`src/rtl/owts_pkg.sv`:
```
`timescale 1ns / 1ps
// ----------------------------------------------------------------------------
// owts_pkg
// Shared types, codes and the command sequence table of the 1-Wire master.
// ----------------------------------------------------------------------------
package owts_pkg;

    // Low time that opens every read and write slot, in ticks
    localparam logic [9:0] START_LOW_TICKS = 10'd2;

    // Item kinds
    localparam logic KIND_TICK  = 1'b0;
    localparam logic KIND_START = 1'b1;

    // Commands
    localparam logic [1:0] CMD_CONVERT   = 2'd0;
    localparam logic [1:0] CMD_READ_TEMP = 2'd1;
    localparam logic [1:0] CMD_WRITE_CFG = 2'd2;
    localparam logic [1:0] CMD_READ_ROM  = 2'd3;

    // Addressing modes
    localparam logic [1:0] ADDR_MATCH0 = 2'd1;
    localparam logic [1:0] ADDR_MATCH1 = 2'd2;

    // Bus command bytes
    localparam logic [7:0] ROM_SKIP      = 8'hCC;
    localparam logic [7:0] ROM_MATCH     = 8'h55;
    localparam logic [7:0] ROM_READ      = 8'h33;
    localparam logic [7:0] FN_CONVERT    = 8'h44;
    localparam logic [7:0] FN_READ_PAD   = 8'hBE;
    localparam logic [7:0] FN_WRITE_PAD  = 8'h4E;
    localparam logic [7:0] RES_12BIT     = 8'h7F;

    // Configuration register indexes
    localparam logic [2:0] REG_SENSOR_ID_0   = 3'd0;
    localparam logic [2:0] REG_SENSOR_ID_1   = 3'd1;
    localparam logic [2:0] REG_RESOLUTION    = 3'd2;
    localparam logic [2:0] REG_RESET_PULSE   = 3'd3;
    localparam logic [2:0] REG_PRESENCE_SAMP = 3'd4;
    localparam logic [2:0] REG_WRITE_HOLD    = 3'd5;
    localparam logic [2:0] REG_READ_SAMPLE   = 3'd6;
    localparam logic [2:0] REG_READ_RECOVERY = 3'd7;

    // Sequencer phases
    localparam logic [3:0] PH_IDLE     = 4'd0;
    localparam logic [3:0] PH_RST_LOW  = 4'd1;
    localparam logic [3:0] PH_RST_SAMP = 4'd2;
    localparam logic [3:0] PH_RST_END  = 4'd3;
    localparam logic [3:0] PH_W_LOW    = 4'd4;
    localparam logic [3:0] PH_W_HOLD   = 4'd5;
    localparam logic [3:0] PH_W_REC    = 4'd6;
    localparam logic [3:0] PH_R_LOW    = 4'd7;
    localparam logic [3:0] PH_R_WAIT   = 4'd8;
    localparam logic [3:0] PH_R_REC    = 4'd9;

    // Sequence operation kinds
    localparam logic [1:0] OP_END = 2'd0;
    localparam logic [1:0] OP_RST = 2'd1;
    localparam logic [1:0] OP_WR  = 2'd2;
    localparam logic [1:0] OP_RD  = 2'd3;

    typedef struct packed {
        logic [1:0] kind;
        logic [7:0] data;
    } owts_op_t;

    typedef struct packed {
        logic [63:0] sensor_id_0;
        logic [63:0] sensor_id_1;
        logic [7:0]  resolution_byte;
        logic [9:0]  reset_pulse_ticks;
        logic [7:0]  presence_sample_ticks;
        logic [6:0]  write_hold_ticks;
        logic [3:0]  read_sample_ticks;
        logic [6:0]  read_recovery_ticks;
    } owts_cfg_t;

    typedef struct packed {
        logic        line_drive;
        logic        busy_res;
        logic        done_res;
        logic        no_presence;
        logic [15:0] temperature;
        logic [63:0] rom_code;
    } owts_result_t;

    // A zero duration still lasts one tick
    function automatic logic [9:0] dur(input logic [9:0] v);
        return (v == 10'd0) ? 10'd1 : v;
    endfunction

    // Operation at a given step of the transaction
    function automatic owts_op_t op_at(
        input logic [4:0]  step,
        input logic [1:0]  cmd,
        input logic [1:0]  addr,
        input logic [63:0] id0,
        input logic [63:0] id1,
        input logic [7:0]  res
    );
        owts_op_t    op;
        logic        match;
        logic [63:0] id;
        logic [4:0]  base;
        logic [4:0]  rel;
        logic [2:0]  idx;
        op.kind = OP_END;
        op.data = 8'h00;
        match   = (addr == ADDR_MATCH0) || (addr == ADDR_MATCH1);
        id      = (addr == ADDR_MATCH0) ? id0 : id1;
        base    = match ? 5'd10 : 5'd2;
        rel     = step - base;
        idx     = 3'(step - 5'd2);
        if (step == 5'd0) begin
            op.kind = OP_RST;
        end else if (cmd == CMD_READ_ROM) begin
            if (step == 5'd1) begin
                op.kind = OP_WR;
                op.data = ROM_READ;
            end else if (step <= 5'd9) begin
                op.kind = OP_RD;
            end
        end else if (step == 5'd1) begin
            op.kind = OP_WR;
            op.data = match ? ROM_MATCH : ROM_SKIP;
        end else if (match && (step <= 5'd9)) begin
            op.kind = OP_WR;
            op.data = id[{idx, 3'b000} +: 8];
        end else begin
            case (cmd)
                CMD_CONVERT: begin
                    if (rel == 5'd0) begin
                        op.kind = OP_WR;
                        op.data = FN_CONVERT;
                    end
                end
                CMD_READ_TEMP: begin
                    if (rel == 5'd0) begin
                        op.kind = OP_WR;
                        op.data = FN_READ_PAD;
                    end else if ((rel == 5'd1) || (rel == 5'd2)) begin
                        op.kind = OP_RD;
                    end
                end
                default: begin
                    if (rel == 5'd0) begin
                        op.kind = OP_WR;
                        op.data = FN_WRITE_PAD;
                    end else if ((rel == 5'd1) || (rel == 5'd2)) begin
                        op.kind = OP_WR;
                    end else if (rel == 5'd3) begin
                        op.kind = OP_WR;
                        op.data = res;
                    end else if ((rel == 5'd4) && !match) begin
                        op.kind = OP_RST;  // skip-ROM config write closes with a reset
                    end
                end
            endcase
        end
        return op;
    endfunction

endpackage

```
`src/rtl/owts_if.sv`:
```
`timescale 1ns / 1ps
// ----------------------------------------------------------------------------
// owts_if
// Valid/ready channels carrying the input items and the result items.
// ----------------------------------------------------------------------------
interface owts_in_if;
    logic       valid;
    logic       ready;
    logic       kind;
    logic [1:0] command;
    logic [1:0] addressing;
    logic       line_in;

    modport source (output valid, kind, command, addressing, line_in, input ready);
    modport sink   (input valid, kind, command, addressing, line_in, output ready);
endinterface

interface owts_out_if;
    logic               valid;
    logic               ready;
    logic               line_drive;
    logic               busy_res;
    logic               done_res;
    logic               no_presence;
    logic signed [15:0] temperature;
    logic [63:0]        rom_code;

    modport source (output valid, line_drive, busy_res, done_res, no_presence,
                    temperature, rom_code, input ready);
    modport sink   (input valid, line_drive, busy_res, done_res, no_presence,
                    temperature, rom_code, output ready);
endinterface

```
`src/rtl/owts_cfg_regs.sv`:
```
`timescale 1ns / 1ps
// ----------------------------------------------------------------------------
// owts_cfg_regs
// Configuration register file: sensor ids, resolution byte and bus timing.
// ----------------------------------------------------------------------------
module owts_cfg_regs (
    input  logic               clk,
    input  logic               rst_n,
    input  logic               wr_en,
    input  logic [2:0]         wr_index,
    input  logic [63:0]        wr_data,
    output owts_pkg::owts_cfg_t cfg
);
    import owts_pkg::*;

    owts_cfg_t cfg_reg;

    // Register writes, each truncated to its field width
    always_ff @(posedge clk or negedge rst_n)
    begin
        if (!rst_n)
        begin
            cfg_reg.sensor_id_0           <= 64'd0;
            cfg_reg.sensor_id_1           <= 64'd0;
            cfg_reg.resolution_byte       <= RES_12BIT;
            cfg_reg.reset_pulse_ticks     <= 10'd500;
            cfg_reg.presence_sample_ticks <= 8'd80;
            cfg_reg.write_hold_ticks      <= 7'd58;
            cfg_reg.read_sample_ticks     <= 4'd10;
            cfg_reg.read_recovery_ticks   <= 7'd50;
        end
        else if (wr_en)
        begin
            case (wr_index)
                REG_SENSOR_ID_0:   cfg_reg.sensor_id_0           <= wr_data;
                REG_SENSOR_ID_1:   cfg_reg.sensor_id_1           <= wr_data;
                REG_RESOLUTION:    cfg_reg.resolution_byte       <= wr_data[7:0];
                REG_RESET_PULSE:   cfg_reg.reset_pulse_ticks     <= wr_data[9:0];
                REG_PRESENCE_SAMP: cfg_reg.presence_sample_ticks <= wr_data[7:0];
                REG_WRITE_HOLD:    cfg_reg.write_hold_ticks      <= wr_data[6:0];
                REG_READ_SAMPLE:   cfg_reg.read_sample_ticks     <= wr_data[3:0];
                REG_READ_RECOVERY: cfg_reg.read_recovery_ticks   <= wr_data[6:0];
                default:           cfg_reg.sensor_id_0           <= cfg_reg.sensor_id_0;
            endcase
        end
    end

    assign cfg = cfg_reg;

endmodule

```
`src/rtl/owts_core.sv`:
```
`timescale 1ns / 1ps
// ----------------------------------------------------------------------------
// owts_core
// Bus sequencer: phase/slot timing, shift registers and held read results.
// ----------------------------------------------------------------------------
module owts_core (
    input  logic                   clk,
    input  logic                   rst_n,
    input  logic                   accept,
    input  logic                   kind,
    input  logic [1:0]             command,
    input  logic [1:0]             addressing,
    input  logic                   line_in,
    input  owts_pkg::owts_cfg_t    cfg,
    output owts_pkg::owts_result_t result
);
    import owts_pkg::*;

    logic [3:0]  phase_reg,     phase_next;
    logic [4:0]  step_reg,      step_next;
    logic [9:0]  tick_reg,      tick_next;
    logic [2:0]  bit_reg,       bit_next;
    logic [7:0]  tx_reg,        tx_next;
    logic [63:0] rx_reg,        rx_next;
    logic [1:0]  cmd_reg,       cmd_next;
    logic [1:0]  addr_reg,      addr_next;
    logic        presence_reg,  presence_next;
    logic [15:0] temp_reg,      temp_next;
    logic [63:0] rom_reg,       rom_next;

    logic        drive;
    logic        done;
    logic        do_adv;
    logic [9:0]  limit;
    logic [9:0]  tick_inc;
    logic [4:0]  step_inc;
    owts_op_t    adv_op;

    // Next operation in the sequence
    assign step_inc = step_reg + 5'd1;
    assign adv_op   = op_at(step_inc, cmd_reg, addr_reg, cfg.sensor_id_0,
                            cfg.sensor_id_1, cfg.resolution_byte);
    assign tick_inc = tick_reg + 10'd1;

    // Phase duration and drive level for a tick
    always_comb
    begin
        drive = 1'b1;
        case (phase_reg)
            PH_RST_LOW:
            begin
                drive = 1'b0;
                limit = dur(cfg.reset_pulse_ticks);
            end
            PH_RST_SAMP: limit = dur({2'b00, cfg.presence_sample_ticks});
            PH_RST_END:  limit = dur(cfg.reset_pulse_ticks);
            PH_W_LOW:
            begin
                drive = 1'b0;
                limit = START_LOW_TICKS;
            end
            PH_W_HOLD:
            begin
                drive = tx_reg[0];
                limit = dur({3'b000, cfg.write_hold_ticks});
            end
            PH_W_REC:    limit = 10'd1;
            PH_R_LOW:
            begin
                drive = 1'b0;
                limit = START_LOW_TICKS;
            end
            PH_R_WAIT:   limit = dur({6'd0, cfg.read_sample_ticks});
            default:     limit = dur({3'b000, cfg.read_recovery_ticks});
        endcase
        if ((phase_reg == PH_IDLE) || (kind == KIND_START))
        begin
            drive = 1'b1;
        end
    end

    // Next state for one item
    always_comb
    begin
        phase_next    = phase_reg;
        step_next     = step_reg;
        tick_next     = tick_reg;
        bit_next      = bit_reg;
        tx_next       = tx_reg;
        rx_next       = rx_reg;
        cmd_next      = cmd_reg;
        addr_next     = addr_reg;
        presence_next = presence_reg;
        temp_next     = temp_reg;
        rom_next      = rom_reg;
        done          = 1'b0;
        do_adv        = 1'b0;

        if (kind == KIND_START)
        begin
            // start is taken only while idle; step 0 is always a reset
            if (phase_reg == PH_IDLE)
            begin
                cmd_next   = command;
                addr_next  = addressing;
                step_next  = 5'd0;
                rx_next    = 64'd0;
                tick_next  = 10'd0;
                bit_next   = 3'd0;
                phase_next = PH_RST_LOW;
            end
        end
        else if (phase_reg != PH_IDLE)
        begin
            tick_next = tick_inc;
            if (tick_inc >= limit)
            begin
                tick_next = 10'd0;
                case (phase_reg)
                    PH_RST_LOW:  phase_next = PH_RST_SAMP;
                    PH_RST_SAMP:
                    begin
                        presence_next = line_in;
                        phase_next    = PH_RST_END;
                    end
                    PH_RST_END:  do_adv = 1'b1;
                    PH_W_LOW:    phase_next = PH_W_HOLD;
                    PH_W_HOLD:   phase_next = PH_W_REC;
                    PH_W_REC:
                    begin
                        tx_next  = {1'b0, tx_reg[7:1]};
                        bit_next = bit_reg + 3'd1;
                        if (bit_reg == 3'd7)
                        begin
                            do_adv = 1'b1;
                        end
                        else
                        begin
                            phase_next = PH_W_LOW;
                        end
                    end
                    PH_R_LOW:    phase_next = PH_R_WAIT;
                    PH_R_WAIT:
                    begin
                        rx_next    = {line_in, rx_reg[63:1]};
                        phase_next = PH_R_REC;
                    end
                    default:
                    begin
                        bit_next = bit_reg + 3'd1;
                        if (bit_reg == 3'd7)
                        begin
                            do_adv = 1'b1;
                        end
                        else
                        begin
                            phase_next = PH_R_LOW;
                        end
                    end
                endcase
            end
        end

        // Load the next operation, or finish the transaction
        if (do_adv)
        begin
            step_next = step_inc;
            tick_next = 10'd0;
            bit_next  = 3'd0;
            case (adv_op.kind)
                OP_RST: phase_next = PH_RST_LOW;
                OP_WR:
                begin
                    tx_next    = adv_op.data;
                    phase_next = PH_W_LOW;
                end
                OP_RD:  phase_next = PH_R_LOW;
                default:
                begin
                    if (cmd_reg == CMD_READ_TEMP)
                    begin
                        temp_next = rx_next[63:48];
                    end
                    if (cmd_reg == CMD_READ_ROM)
                    begin
                        rom_next = rx_next;
                    end
                    phase_next = PH_IDLE;
                    done       = 1'b1;
                end
            endcase
        end
    end

    // Control state
    always_ff @(posedge clk or negedge rst_n)
    begin
        if (!rst_n)
        begin
            phase_reg    <= PH_IDLE;
            step_reg     <= 5'd0;
            tick_reg     <= 10'd0;
            bit_reg      <= 3'd0;
            tx_reg       <= 8'd0;
            rx_reg       <= 64'd0;
            cmd_reg      <= 2'd0;
            addr_reg     <= 2'd0;
            presence_reg <= 1'b0;
            temp_reg     <= 16'd0;
            rom_reg      <= 64'd0;
        end
        else if (accept)
        begin
            phase_reg    <= phase_next;
            step_reg     <= step_next;
            tick_reg     <= tick_next;
            bit_reg      <= bit_next;
            tx_reg       <= tx_next;
            rx_reg       <= rx_next;
            cmd_reg      <= cmd_next;
            addr_reg     <= addr_next;
            presence_reg <= presence_next;
            temp_reg     <= temp_next;
            rom_reg      <= rom_next;
        end
    end

    // Result of this item
    always_comb
    begin
        result.line_drive  = drive;
        result.busy_res    = (phase_next != PH_IDLE);
        result.done_res    = done;
        result.no_presence = presence_next;
        result.temperature = temp_next;
        result.rom_code    = rom_next;
    end

    // Idle sequencer always holds a cleared tick counter
    assert property (@(posedge clk) disable iff (!rst_n)
        (phase_reg == PH_IDLE) |-> (tick_reg == 10'd0))
        else $error("tick counter not cleared while idle");

    // A start seen while idle opens with a reset pulse
    assert property (@(posedge clk) disable iff (!rst_n)
        (accept && (kind == KIND_START) && (phase_reg == PH_IDLE))
        |=> (phase_reg == PH_RST_LOW) && (step_reg == 5'd0))
        else $error("start did not open with a reset");

    // A finishing item leaves the sequencer idle
    assert property (@(posedge clk) disable iff (!rst_n)
        (accept && done) |=> (phase_reg == PH_IDLE))
        else $error("transaction finished but sequencer still busy");

endmodule

```
`src/rtl/owts_out_stage.sv`:
```
`timescale 1ns / 1ps
// ----------------------------------------------------------------------------
// owts_out_stage
// Result register: holds one result item until the consumer takes it.
// ----------------------------------------------------------------------------
module owts_out_stage (
    input  logic                   clk,
    input  logic                   rst_n,
    input  logic                   load,
    input  owts_pkg::owts_result_t result,
    output logic                   slot_free,
    owts_out_if.source             out_ch
);
    import owts_pkg::*;

    logic         valid_reg;
    logic         valid_next;
    owts_result_t data_reg;

    // Free when empty or being drained this cycle
    assign slot_free  = !valid_reg || out_ch.ready;
    assign valid_next = load | (valid_reg & !out_ch.ready);

    always_ff @(posedge clk or negedge rst_n)
    begin
        if (!rst_n)
        begin
            valid_reg <= 1'b0;
        end
        else
        begin
            valid_reg <= valid_next;
        end
    end

    // Payload, no reset needed
    always_ff @(posedge clk)
    begin
        if (load)
        begin
            data_reg <= result;
        end
    end

    assign out_ch.valid       = valid_reg;
    assign out_ch.line_drive  = data_reg.line_drive;
    assign out_ch.busy_res    = data_reg.busy_res;
    assign out_ch.done_res    = data_reg.done_res;
    assign out_ch.no_presence = data_reg.no_presence;
    assign out_ch.temperature = data_reg.temperature;
    assign out_ch.rom_code    = data_reg.rom_code;

    // Loads only happen into a free slot
    assert property (@(posedge clk) disable iff (!rst_n)
        load |-> slot_free)
        else $error("result loaded over an untaken item");

endmodule

```
`src/rtl/onewire_temperature_sensor_master.sv`:
```
`timescale 1ns / 1ps
// ----------------------------------------------------------------------------
// onewire_temperature_sensor_master
// 1-Wire bus master for a temperature sensor, paced by microsecond tick items.
// ----------------------------------------------------------------------------
// Every input item (a tick or a start request) produces exactly one result
// item, which appears in the cycle after it is accepted. The block takes one item per clock:
// in_ch.ready is high whenever the result register is empty or is being read
// in the same cycle, so the rate is set only by the single result register
// and the consumer's ready. Bus timing counts ticks, not clocks. Temperature
// is the raw signed Q12.4 value (divide by 16 for degrees); temperature and
// rom_code always show the values from the last completed read.
module onewire_temperature_sensor_master (
    input  logic        clk,
    input  logic        rst_n,
    owts_in_if.sink     in_ch,
    owts_out_if.source  out_ch,
    input  logic        wr_en,
    input  logic [2:0]  wr_index,
    input  logic [63:0] wr_data
);
    import owts_pkg::*;

    owts_cfg_t    cfg;
    owts_result_t result;
    logic         slot_free;
    logic         accept;

    assign in_ch.ready = slot_free;
    assign accept      = in_ch.valid & slot_free;

    // Configuration registers
    owts_cfg_regs u_cfg (
        .clk      (clk),
        .rst_n    (rst_n),
        .wr_en    (wr_en),
        .wr_index (wr_index),
        .wr_data  (wr_data),
        .cfg      (cfg)
    );

    // Bus sequencer
    owts_core u_core (
        .clk        (clk),
        .rst_n      (rst_n),
        .accept     (accept),
        .kind       (in_ch.kind),
        .command    (in_ch.command),
        .addressing (in_ch.addressing),
        .line_in    (in_ch.line_in),
        .cfg        (cfg),
        .result     (result)
    );

    // Result register
    owts_out_stage u_out (
        .clk       (clk),
        .rst_n     (rst_n),
        .load      (accept),
        .result    (result),
        .slot_free (slot_free),
        .out_ch    (out_ch)
    );

endmodule

```
`src/flat_wrapper.sv`:
```
// flat-port wrapper written by rule: the top's interface ports become plain ports
module onewire_temperature_sensor_master_flat import owts_pkg::*;
  (clk, rst_n, wr_en, wr_index, wr_data, in_ch_valid, in_ch_kind, in_ch_command, in_ch_addressing, in_ch_line_in, in_ch_ready, out_ch_valid, out_ch_line_drive, out_ch_busy_res, out_ch_done_res, out_ch_no_presence, out_ch_temperature, out_ch_rom_code, out_ch_ready);
  owts_in_if in_ch_i ();
  owts_out_if out_ch_i ();
  input  logic clk;
  input  logic rst_n;
  input  logic wr_en;
  input  logic [2:0] wr_index;
  input  logic [63:0] wr_data;
  input wire logic [$bits(in_ch_i.valid)-1:0] in_ch_valid;
  input wire logic [$bits(in_ch_i.kind)-1:0] in_ch_kind;
  input wire logic [$bits(in_ch_i.command)-1:0] in_ch_command;
  input wire logic [$bits(in_ch_i.addressing)-1:0] in_ch_addressing;
  input wire logic [$bits(in_ch_i.line_in)-1:0] in_ch_line_in;
  output wire logic [$bits(in_ch_i.ready)-1:0] in_ch_ready;
  output wire logic [$bits(out_ch_i.valid)-1:0] out_ch_valid;
  output wire logic [$bits(out_ch_i.line_drive)-1:0] out_ch_line_drive;
  output wire logic [$bits(out_ch_i.busy_res)-1:0] out_ch_busy_res;
  output wire logic [$bits(out_ch_i.done_res)-1:0] out_ch_done_res;
  output wire logic [$bits(out_ch_i.no_presence)-1:0] out_ch_no_presence;
  output wire logic [$bits(out_ch_i.temperature)-1:0] out_ch_temperature;
  output wire logic [$bits(out_ch_i.rom_code)-1:0] out_ch_rom_code;
  input wire logic [$bits(out_ch_i.ready)-1:0] out_ch_ready;
  assign in_ch_i.valid = in_ch_valid;
  assign in_ch_i.kind = in_ch_kind;
  assign in_ch_i.command = in_ch_command;
  assign in_ch_i.addressing = in_ch_addressing;
  assign in_ch_i.line_in = in_ch_line_in;
  assign in_ch_ready = in_ch_i.ready;
  assign out_ch_valid = out_ch_i.valid;
  assign out_ch_line_drive = out_ch_i.line_drive;
  assign out_ch_busy_res = out_ch_i.busy_res;
  assign out_ch_done_res = out_ch_i.done_res;
  assign out_ch_no_presence = out_ch_i.no_presence;
  assign out_ch_temperature = out_ch_i.temperature;
  assign out_ch_rom_code = out_ch_i.rom_code;
  assign out_ch_i.ready = out_ch_ready;
  onewire_temperature_sensor_master u_core (.clk(clk), .rst_n(rst_n), .in_ch(in_ch_i), .out_ch(out_ch_i), .wr_en(wr_en), .wr_index(wr_index), .wr_data(wr_data));
endmodule
```
`config.mk`:
```
export PLATFORM = sky130hd
export DESIGN_NAME = onewire_temperature_sensor_master_flat
export DESIGN_NICKNAME = d
export VERILOG_FILES = /design/src/rtl/owts_pkg.sv /design/src/rtl/owts_if.sv /design/src/rtl/owts_cfg_regs.sv /design/src/rtl/owts_core.sv /design/src/rtl/owts_out_stage.sv /design/src/rtl/onewire_temperature_sensor_master.sv /design/src/flat_wrapper.sv
export SDC_FILE = /design/constraint.sdc
export NUM_CORES = 1
export LEC_CHECK = 0
export ABC_AREA = 1
export BUFFER_PORTS_ARGS = -buffer_cell sky130_fd_sc_hd__buf_2
export CAP_MARGIN = 10
export CORE_ASPECT_RATIO = 0.5
export CORE_MARGIN = 1.5
export CORE_UTILIZATION = 65
export CTS_CLUSTER_SIZE = 20
export DETAILED_ROUTE_END_ITERATION = 12
export GPL_TIMING_DRIVEN = 0
export HOLD_SLACK_MARGIN = 0.02
export PLACE_DENSITY = 0.85
export SYNTH_ARGS = -nofsm -noshare
export SYNTH_HDL_FRONTEND = slang
export SYNTH_HIERARCHICAL = 1
export SYNTH_SLANG_ARGS = --single-unit
export TNS_END_PERCENT = 100
```
`constraint.sdc`:
```
create_clock -name clk -period 9.9 [get_ports clk]
set_input_delay 0.495 -clock clk [delete_from_list [all_inputs] [get_ports clk]]
set_output_delay 0.495 -clock clk [all_outputs]
set_load 0.01 [all_outputs]
```
==> results of run 1 <==
[logic make-up (layout without fill, tap and decap cells)]
| group | count (synthesis) | after routing | share of synthesized area, % |
|---|---|---|---|
| simple gates | 1813 | 1813 | 34.5 |
| flops | 436 | 436 | 49.8 |
| buf+inv | 422 | 659 | 7.72 |
| compound gates | 269 | 269 | 6.28 |
| fa+ha+maj | 22 | 22 | 1.21 |
| xor+xnor | 5 | 5 | 0.225 |
| mux | 5 | 5 | 0.225 |
[synthesized netlist by cell type, drive strengths merged, types with 6 or more instances]
master | count | area share (%)
nor4 | 6 | 0.16
and2 | 80 | 2.2
clkbuf | 74 | 1.2
ha | 22 | 1.2
nand4 | 89 | 2.4
a21oi | 42 | 0.92
inv | 238 | 3.9
nand3 | 408 | 9.1
a22oi | 10 | 0.33
dfrtp | 328 | 36
dfstp | 24 | 2.8
edfxtp | 84 | 11
o21ai | 188 | 4.1
o22ai | 16 | 0.44
nor3 | 7 | 0.15
buf | 108 | 2.5
nand2 | 1143 | 19
nor2 | 76 | 1.4
[per-layer routing]
layer | track usage [%] | wire [um]
met3 | 7.12 | 6980
met2 | 55.7 | 28800
met4 | 10.5 | 1830
met5 | 0 | 0
met1 | 49.0 | 25500
[worst register-to-register path: stages (launching register included)]
cell	delay [ns]
dfrtp_1	0.41
buf_2	0.26
inv_1	0.25
clkbuf_1	0.61
ha_1	0.35
buf_2	0.21
inv_2	0.23
buf_1	0.49
ha_1	0.25
clkbuf_1	0.44
nor4_1	0.13
nand4_1	0.12
nand2_1	0.11
a21boi_2	0.28
buf_6	0.25
nand3_4	0.28
buf_4	0.30
nand2_1	0.10
nand3_1	0.11
o21ai_1	0.10
[power by group]
part           switching (mW)  leakage (nW)  total (mW)  internal, mW
sequential              0.181          5.36        2.39          2.21
combinational            1.16          6.95        1.70         0.535
clock                   0.694         0.640        1.55         0.855
total                    2.04          12.9        5.64          3.60
[per-stage QoR]
step                cell area, sq um  total power, mW
global route                   25600             5.94
global placement               24200             3.98
detailed placement             24300             4.05
CTS                            25600             5.60
floorplan                      22800             3.51
finish                         25600             5.64
[repair_timing]
action,CTS,global route
buffers inserted,0,0
hold buffers,1,0
hold endpoints to repair,41,0
[how the worst max path moves through the flow]
| stage | from | end | slack [ns] | depth (start not counted) |
|---|---|---|---|---|
| after floorplan | out_ch_ready | u_core/u_core/bit_reg[0] | 5.52 | 11 |
| after global placement | rst_n | u_core/u_core/rom_reg[43] | 1.43 | 1 |
| after detailed placement | u_core/u_core/step_reg[0] | u_core/u_out/out_ch.rom_code[55] | 4.80 | 18 |
| after CTS | u_core/u_core/step_reg[0] | u_core/u_out/out_ch.rom_code[55] | 4.77 | 18 |
| after global routing | u_core/u_core/step_reg[0] | u_core/u_core/rom_reg[57] | 4.37 | 21 |
| final | u_core/u_core/step_reg[0] | u_core/u_core/rom_reg[57] | 4.54 | 19 |
[area by class of cell]
type / instances / area (sq um)
Buffer: 182 / 860
Clock buffer: 61 / 1220
Clock inverter: 12 / 72.6
Fill cell: 2612 / 8910
Inverter: 240 / 903
Multi-Input combinational cell: 2114 / 9680
Sequential cell: 436 / 11400
Tap cell: 475 / 594
Timing Repair Buffer: 164 / 926
==> run summary, run 1 <==
Outcome: finished clean
DRT Pass-1 Iters: 7
Max Cap Violations: 0
Drt drc: 0
Netlist cell types: 46
Mean Syn Cell Area: 7.67 sq um
Cells on worst reg2reg path: 19
Gr ovfl total: 0
CP max FO: 11
Unrepaired setup endpoints after global routing: false
Total Wirelength: 63100 um
1st-iter DRT viols: 2899
Gr usage total: 35.0%
Core area: 34500 sq um
Final worst path period share: 54.1%
Min-delay src: wr_data[8]
Buf/Inv on CP: 9
CTS Buffer Depth: 3
Vias in the first global route: 20000
Nets: 3278
Post-Synthesis Net Count: 3072
Die W: 268 um
#FFs+latches synth: 436
Worst reg2reg setup slack: 4.54 ns
Post-layout util: 74.2%
Final hold slack: 0.185 ns
Worst min path class: in2reg
Most frequent cells in the layout: nand2_1, nand3_1, dfrtp_1
Worst Hold End: u_core/u_cfg/cfg[34]
Total CTS buffers: 40
FP Rows: 48
CTS tree: yes
R2R Path End: u_core/u_core/rom_reg[57]
Commonest non-fill, non-tap cell in the layout: nand2_1
Die Area: 36300 sq um
Root Buffer: clkbuf_16
Register area share after synthesis: 49.8%
Max FFs per register: 172
Insertion delay to the later sink of the worst-skew pair: 0.55 ns
Final slew viol count: 0
GP Congestion: 0.975
Resized cells post-CTS: 0
Rel. slew slack: 31.3%
Worst-path clk slew: 0.07 ns
Die Ht: 135 um
Reg2reg start: u_core/u_core/step_reg[0]
Largest net degree at the start of global routing: 120
P&R area growth vs syn: 12.4%
CP max stage cell: clkbuf_1
Worst-margin pin slew: 1.03 ns
First-pass GRT wire length: 101000 um
Placed cells: 3610
Vias per cell: 5.84
Power per cell area: 220 nW/um^2
Layout cells sized above 1: 11.5%
Largest delay share family, worst path: buffers and inverters
Startpoint types: flip-flop
P_leak: 12.9 nW
Via Count: 21500
ANT nets after route: 0
Crit path cell chain: buf_2 -> inv_1 -> clkbuf_1 -> ha_1 -> buf_2 -> inv_2 -> buf_1 -> ha_1 -> clkbuf_1 -> nor4_1 -> nand4_1 -> nand2_1 -> a21boi_2 -> buf_6 -> nand3_4 -> buf_4 -> nand2_1 -> nand3_1 -> o21ai_1
Total inserted antenna cells: 0
Fraction of registers with async set/reset: 80.7%
WS Path Type: reg2reg
Arr. time, crit path: 5.83 ns
Critical Path End Type: flip-flop
I/O pin cnt: 164
Initial antenna violation count: 0
CTS sink cnt: 436
Port Buf Inserts: 159
Max Fclk: 187 MHz
TNS Setup: 0 ns
Mapped cell area: 22800 sq um
Detail Placement HPWL: 42900 um
Finished Layout Cells: 3684
Worst setup margin: 4.54 ns
Drt wl/cell: 17.1 um
CTS HTree Levels: 2
Required time worst endpoint: 10.37 ns
Hold path cells: 3
EDFF count, synth: 84
Clk_skew: 0.0216 ns
Synth warn: 6
Worst VDD drop: 0.138 mV
Initial Util: 66.0%
Final hold vios: 0
Top_reg_cell synth: dfrtp_1
Tmin final: 5.36 ns
Max incr delay on CP: 0.61 ns
Setup-failing EPs final: 0
Post-synthesis cell count: 2972
Dpl ws: 4.80 ns
No activity file was read; power rests on OpenSTA's default activity.
==> run 2, diff against run 1 <==
--- a/config.mk
+++ b/config.mk
@@ -10,12 +10,12 @@
 export CAP_MARGIN = 10
 export CORE_ASPECT_RATIO = 0.5
 export CORE_MARGIN = 1.5
-export CORE_UTILIZATION = 65
+export CORE_UTILIZATION = 61
 export CTS_CLUSTER_SIZE = 20
 export DETAILED_ROUTE_END_ITERATION = 12
 export GPL_TIMING_DRIVEN = 0
 export HOLD_SLACK_MARGIN = 0.02
-export PLACE_DENSITY = 0.85
+export PLACE_DENSITY = 0.81
 export SYNTH_ARGS = -nofsm -noshare
 export SYNTH_HDL_FRONTEND = slang
 export SYNTH_HIERARCHICAL = 1
==> constraint.sdc (replaced) <==
create_clock -name clk -period 5.5 [get_ports clk]
set_input_delay 0.275 -clock clk [delete_from_list [all_inputs] [get_ports clk]]
set_output_delay 0.275 -clock clk [all_outputs]
set_load 0.01 [all_outputs]
==> run summary, run 2 (synthesis gave the netlist of run 1 again) <==
Post-CTS setup buffers: 0 (unchanged)
Vias in the first global route: 20700 (was 20000)
Drt wl/cell: 17.4 um (was 17.1 um)
Max FFs per register: 172 (unchanged)
Outcome: finished clean (unchanged)
DRT Pass-1 Iters: 7 (unchanged)
WS Path Type: reg2reg (unchanged)
Multi-input gate area: 9690 sq um (was 9680 sq um)
Worst-margin pin slew: 0.915 ns (was 1.03 ns)
Cells on worst reg2reg path: 21 (was 19)
Gr usage total: 33.7% (was 35.0%)
CTS tree: yes (unchanged)
Critical Path End Type: flip-flop (unchanged)
Die W: 276 um (was 268 um)
Total Wirelength: 65100 um (was 63100 um)
Worst Hold End: u_core/u_cfg/cfg[4] (was u_core/u_cfg/cfg[34])
Root Buffer: clkbuf_16 (unchanged)
1st-iter DRT viols: 2560 (was 2899)
Most frequent cells in the layout: nand2_1, nand3_1, dfrtp_1 (unchanged)
Tmin final: 5.08 ns (was 5.36 ns)
Vias per cell: 5.82 (was 5.84)
CTS Buffer Depth: 3 (unchanged)
P&R area growth vs syn: 15.2% (was 12.4%)
Final hold vios: 0 (unchanged)
Via Count: 21800 (was 21500)
Max Fclk: 197 MHz (was 187 MHz)
Post-layout util: 72.3% (was 74.2%)
CTS sink cnt: 436 (unchanged)
Rel. slew slack: 39.0% (was 31.3%)
Port Buf Inserts: 159 (unchanged)
Finished Layout Cells: 3752 (was 3684)
Final hold slack: 0.0356 ns (was 0.185 ns)
Detail Placement HPWL: 43800 um (was 42900 um)
Initial antenna violation count: 1 (was 0)
Max Cap Violations: 0 (unchanged)
Startpoint types: flip-flop (unchanged)
Setup-failing EPs final: 0 (unchanged)
Die Ht: 140 um (was 135 um)
Initial Util: 62.7% (was 66.0%)
Required time worst endpoint: 5.79 ns (was 10.37 ns)
Worst min path class: in2reg (unchanged)
Dpl ws: 0.344 ns (was 4.80 ns)
Storage cell area: 11400 sq um (unchanged)
Worst-path clk slew: 0.07 ns (about the same)
Nets: 3337 (was 3278)
Total CTS buffers: 39 (was 40)
ANT nets after route: 0 (unchanged)
FP Rows: 49 (was 48)
Final worst path period share: 92.4% (was 54.1%)
Final slew viol count: 0 (unchanged)
Layout cells sized above 1: 11.0% (was 11.5%)
Commonest non-fill, non-tap cell in the layout: nand2_1 (unchanged)
CP max FO: 10 (was 11)
P_leak: 13.2 nW (was 12.9 nW)
Number of fill cells: 2833 (was 2612)
Drt drc: 0 (unchanged)
Largest net degree at the start of global routing: 111 (was 120)
Min-delay src: wr_data[4] (was wr_data[8])
I/O pin cnt: 164 (unchanged)
Placed cells: 3619 (was 3610)
Insertion delay to the later sink of the worst-skew pair: 0.55 ns (about the same)
First-pass GRT wire length: 105000 um (was 101000 um)
GP Congestion: 0.959 (was 0.975)
Worst VDD drop: 0.240 mV (was 0.138 mV)
Reg2reg start: u_core/u_core/phase_reg[0] (was u_core/u_core/step_reg[0])
Clk_skew: 0.0256 ns (was 0.0216 ns)
Worst reg2reg setup slack: 0.42 ns (was 4.54 ns)
R2R Path End: u_core/u_out/out_ch.rom_code[62] (was u_core/u_core/rom_reg[57])
Gr ovfl total: 0 (unchanged)
Arr. time, crit path: 5.37 ns (was 5.83 ns)
Core area: 36400 sq um (was 34500 sq um)
Hold path cells: 3 (unchanged)
Unrepaired setup endpoints after global routing: false (unchanged)
CTS HTree Levels: 2 (unchanged)
Total Power: 10.3 mW (was 5.64 mW)
Power per cell area: 392 nW/um^2 (was 220 nW/um^2)
Die Area: 38600 sq um (was 36300 sq um)
Worst setup margin: 0.416 ns (was 4.54 ns)
[run 2: cell types whose count changed in the layout (fill, tap and decap cells not counted), sizes merged]
cell / previous run / this run
dlygate4sd3: 1 / 62
bufinv: 0 / 5
clkbuf: 135 / 130
inv: 241 / 239
clkinvlp: 2 / 1
diode: 0 / 1
[run 2: area by class of cell]
cell class	instances	share of cell area, %
repair buffers	225	5.85
well taps	484	2.30
multi-input cells	2114	36.9
inverters	240	3.44
clock buffers	57	4.29
plain buffers	181	3.26
flip-flops and latches	436	43.2
diodes	1	0.00952
clock inverters	14	0.743
[run 2: worst max path at each step]
stage,cells past startpoint,to,start,slack [ns]
2_1_floorplan,10,u_core/u_core/bit_reg[0],u_core/u_out/out_ch.valid,1.21
3_3_place_gp,1,u_core/u_core/rom_reg[44],rst_n,-2.83
3_5_place_dp,21,u_core/u_out/out_ch.rom_code[62],u_core/u_core/phase_reg[0],0.34
4_1_cts,21,u_core/u_out/out_ch.rom_code[62],u_core/u_core/phase_reg[0],0.33
5_1_grt,21,u_core/u_out/out_ch.rom_code[62],u_core/u_core/phase_reg[0],0.18
6_report,21,u_core/u_out/out_ch.rom_code[62],u_core/u_core/phase_reg[0],0.42
[run 2: layer usage]
layer	vias to the layer above	wire (um)	share of wire, %	GRT usage, %
met3	212	6380	9.8	6.97
met1	10300	26400	41	45.2
li1	10200	-	-	-
met2	1132	30000	46	54.1
met5	-	0	0	0
met4	0	2370	3.6	13.5
[run 2: report_power, final]
group / leakage, nW / internal [mW] / switching [mW] / total [mW]
logic: 7.21 / 0.993 / 2.10 / 3.10
registers: 5.36 / 3.98 / 0.330 / 4.31
clock network: 0.644 / 1.66 / 1.23 / 2.89
[run 2: metrics by stage]
| stage | instance area, sq um | setup TNS [ns] |
|---|---|---|
| detailed placement | 24300 | 0 |
| CTS | 26300 | 0 |
| floorplan | 22800 | 0 |
| finish | 26300 | 0 |
| global route | 26300 | 0 |
| global placement | 24200 | -924.38 |
[run 2: what timing repair did]
item | CTS | global route
endpoints found under the setup margin | 0 | 92
hold buffers | 62 | 0
hold endpoints to repair | 165 | 0
gates resized for setup | 0 | 1
[run 2: worst max-delay path: stages (launching register included)]
cell and delay (ns):
dfrtp_1 0.44, inv_2 0.16, nand2_2 0.10, nor3_2 0.40, buf_2 0.35, buf_2 0.35
nand2_1 0.07, o21ai_0 0.09, inv_1 0.06, nand4_1 0.08, o21ai_0 0.14, ha_1 0.35
a21oi_1 0.14, o21ai_0 0.08, nand2_1 0.06, nand4_1 0.30, nand2_1 0.55, clkbuf_1 0.44
nand2_1 0.11, nand2_1 0.19, nand4_1 0.16, and2_1 0.18
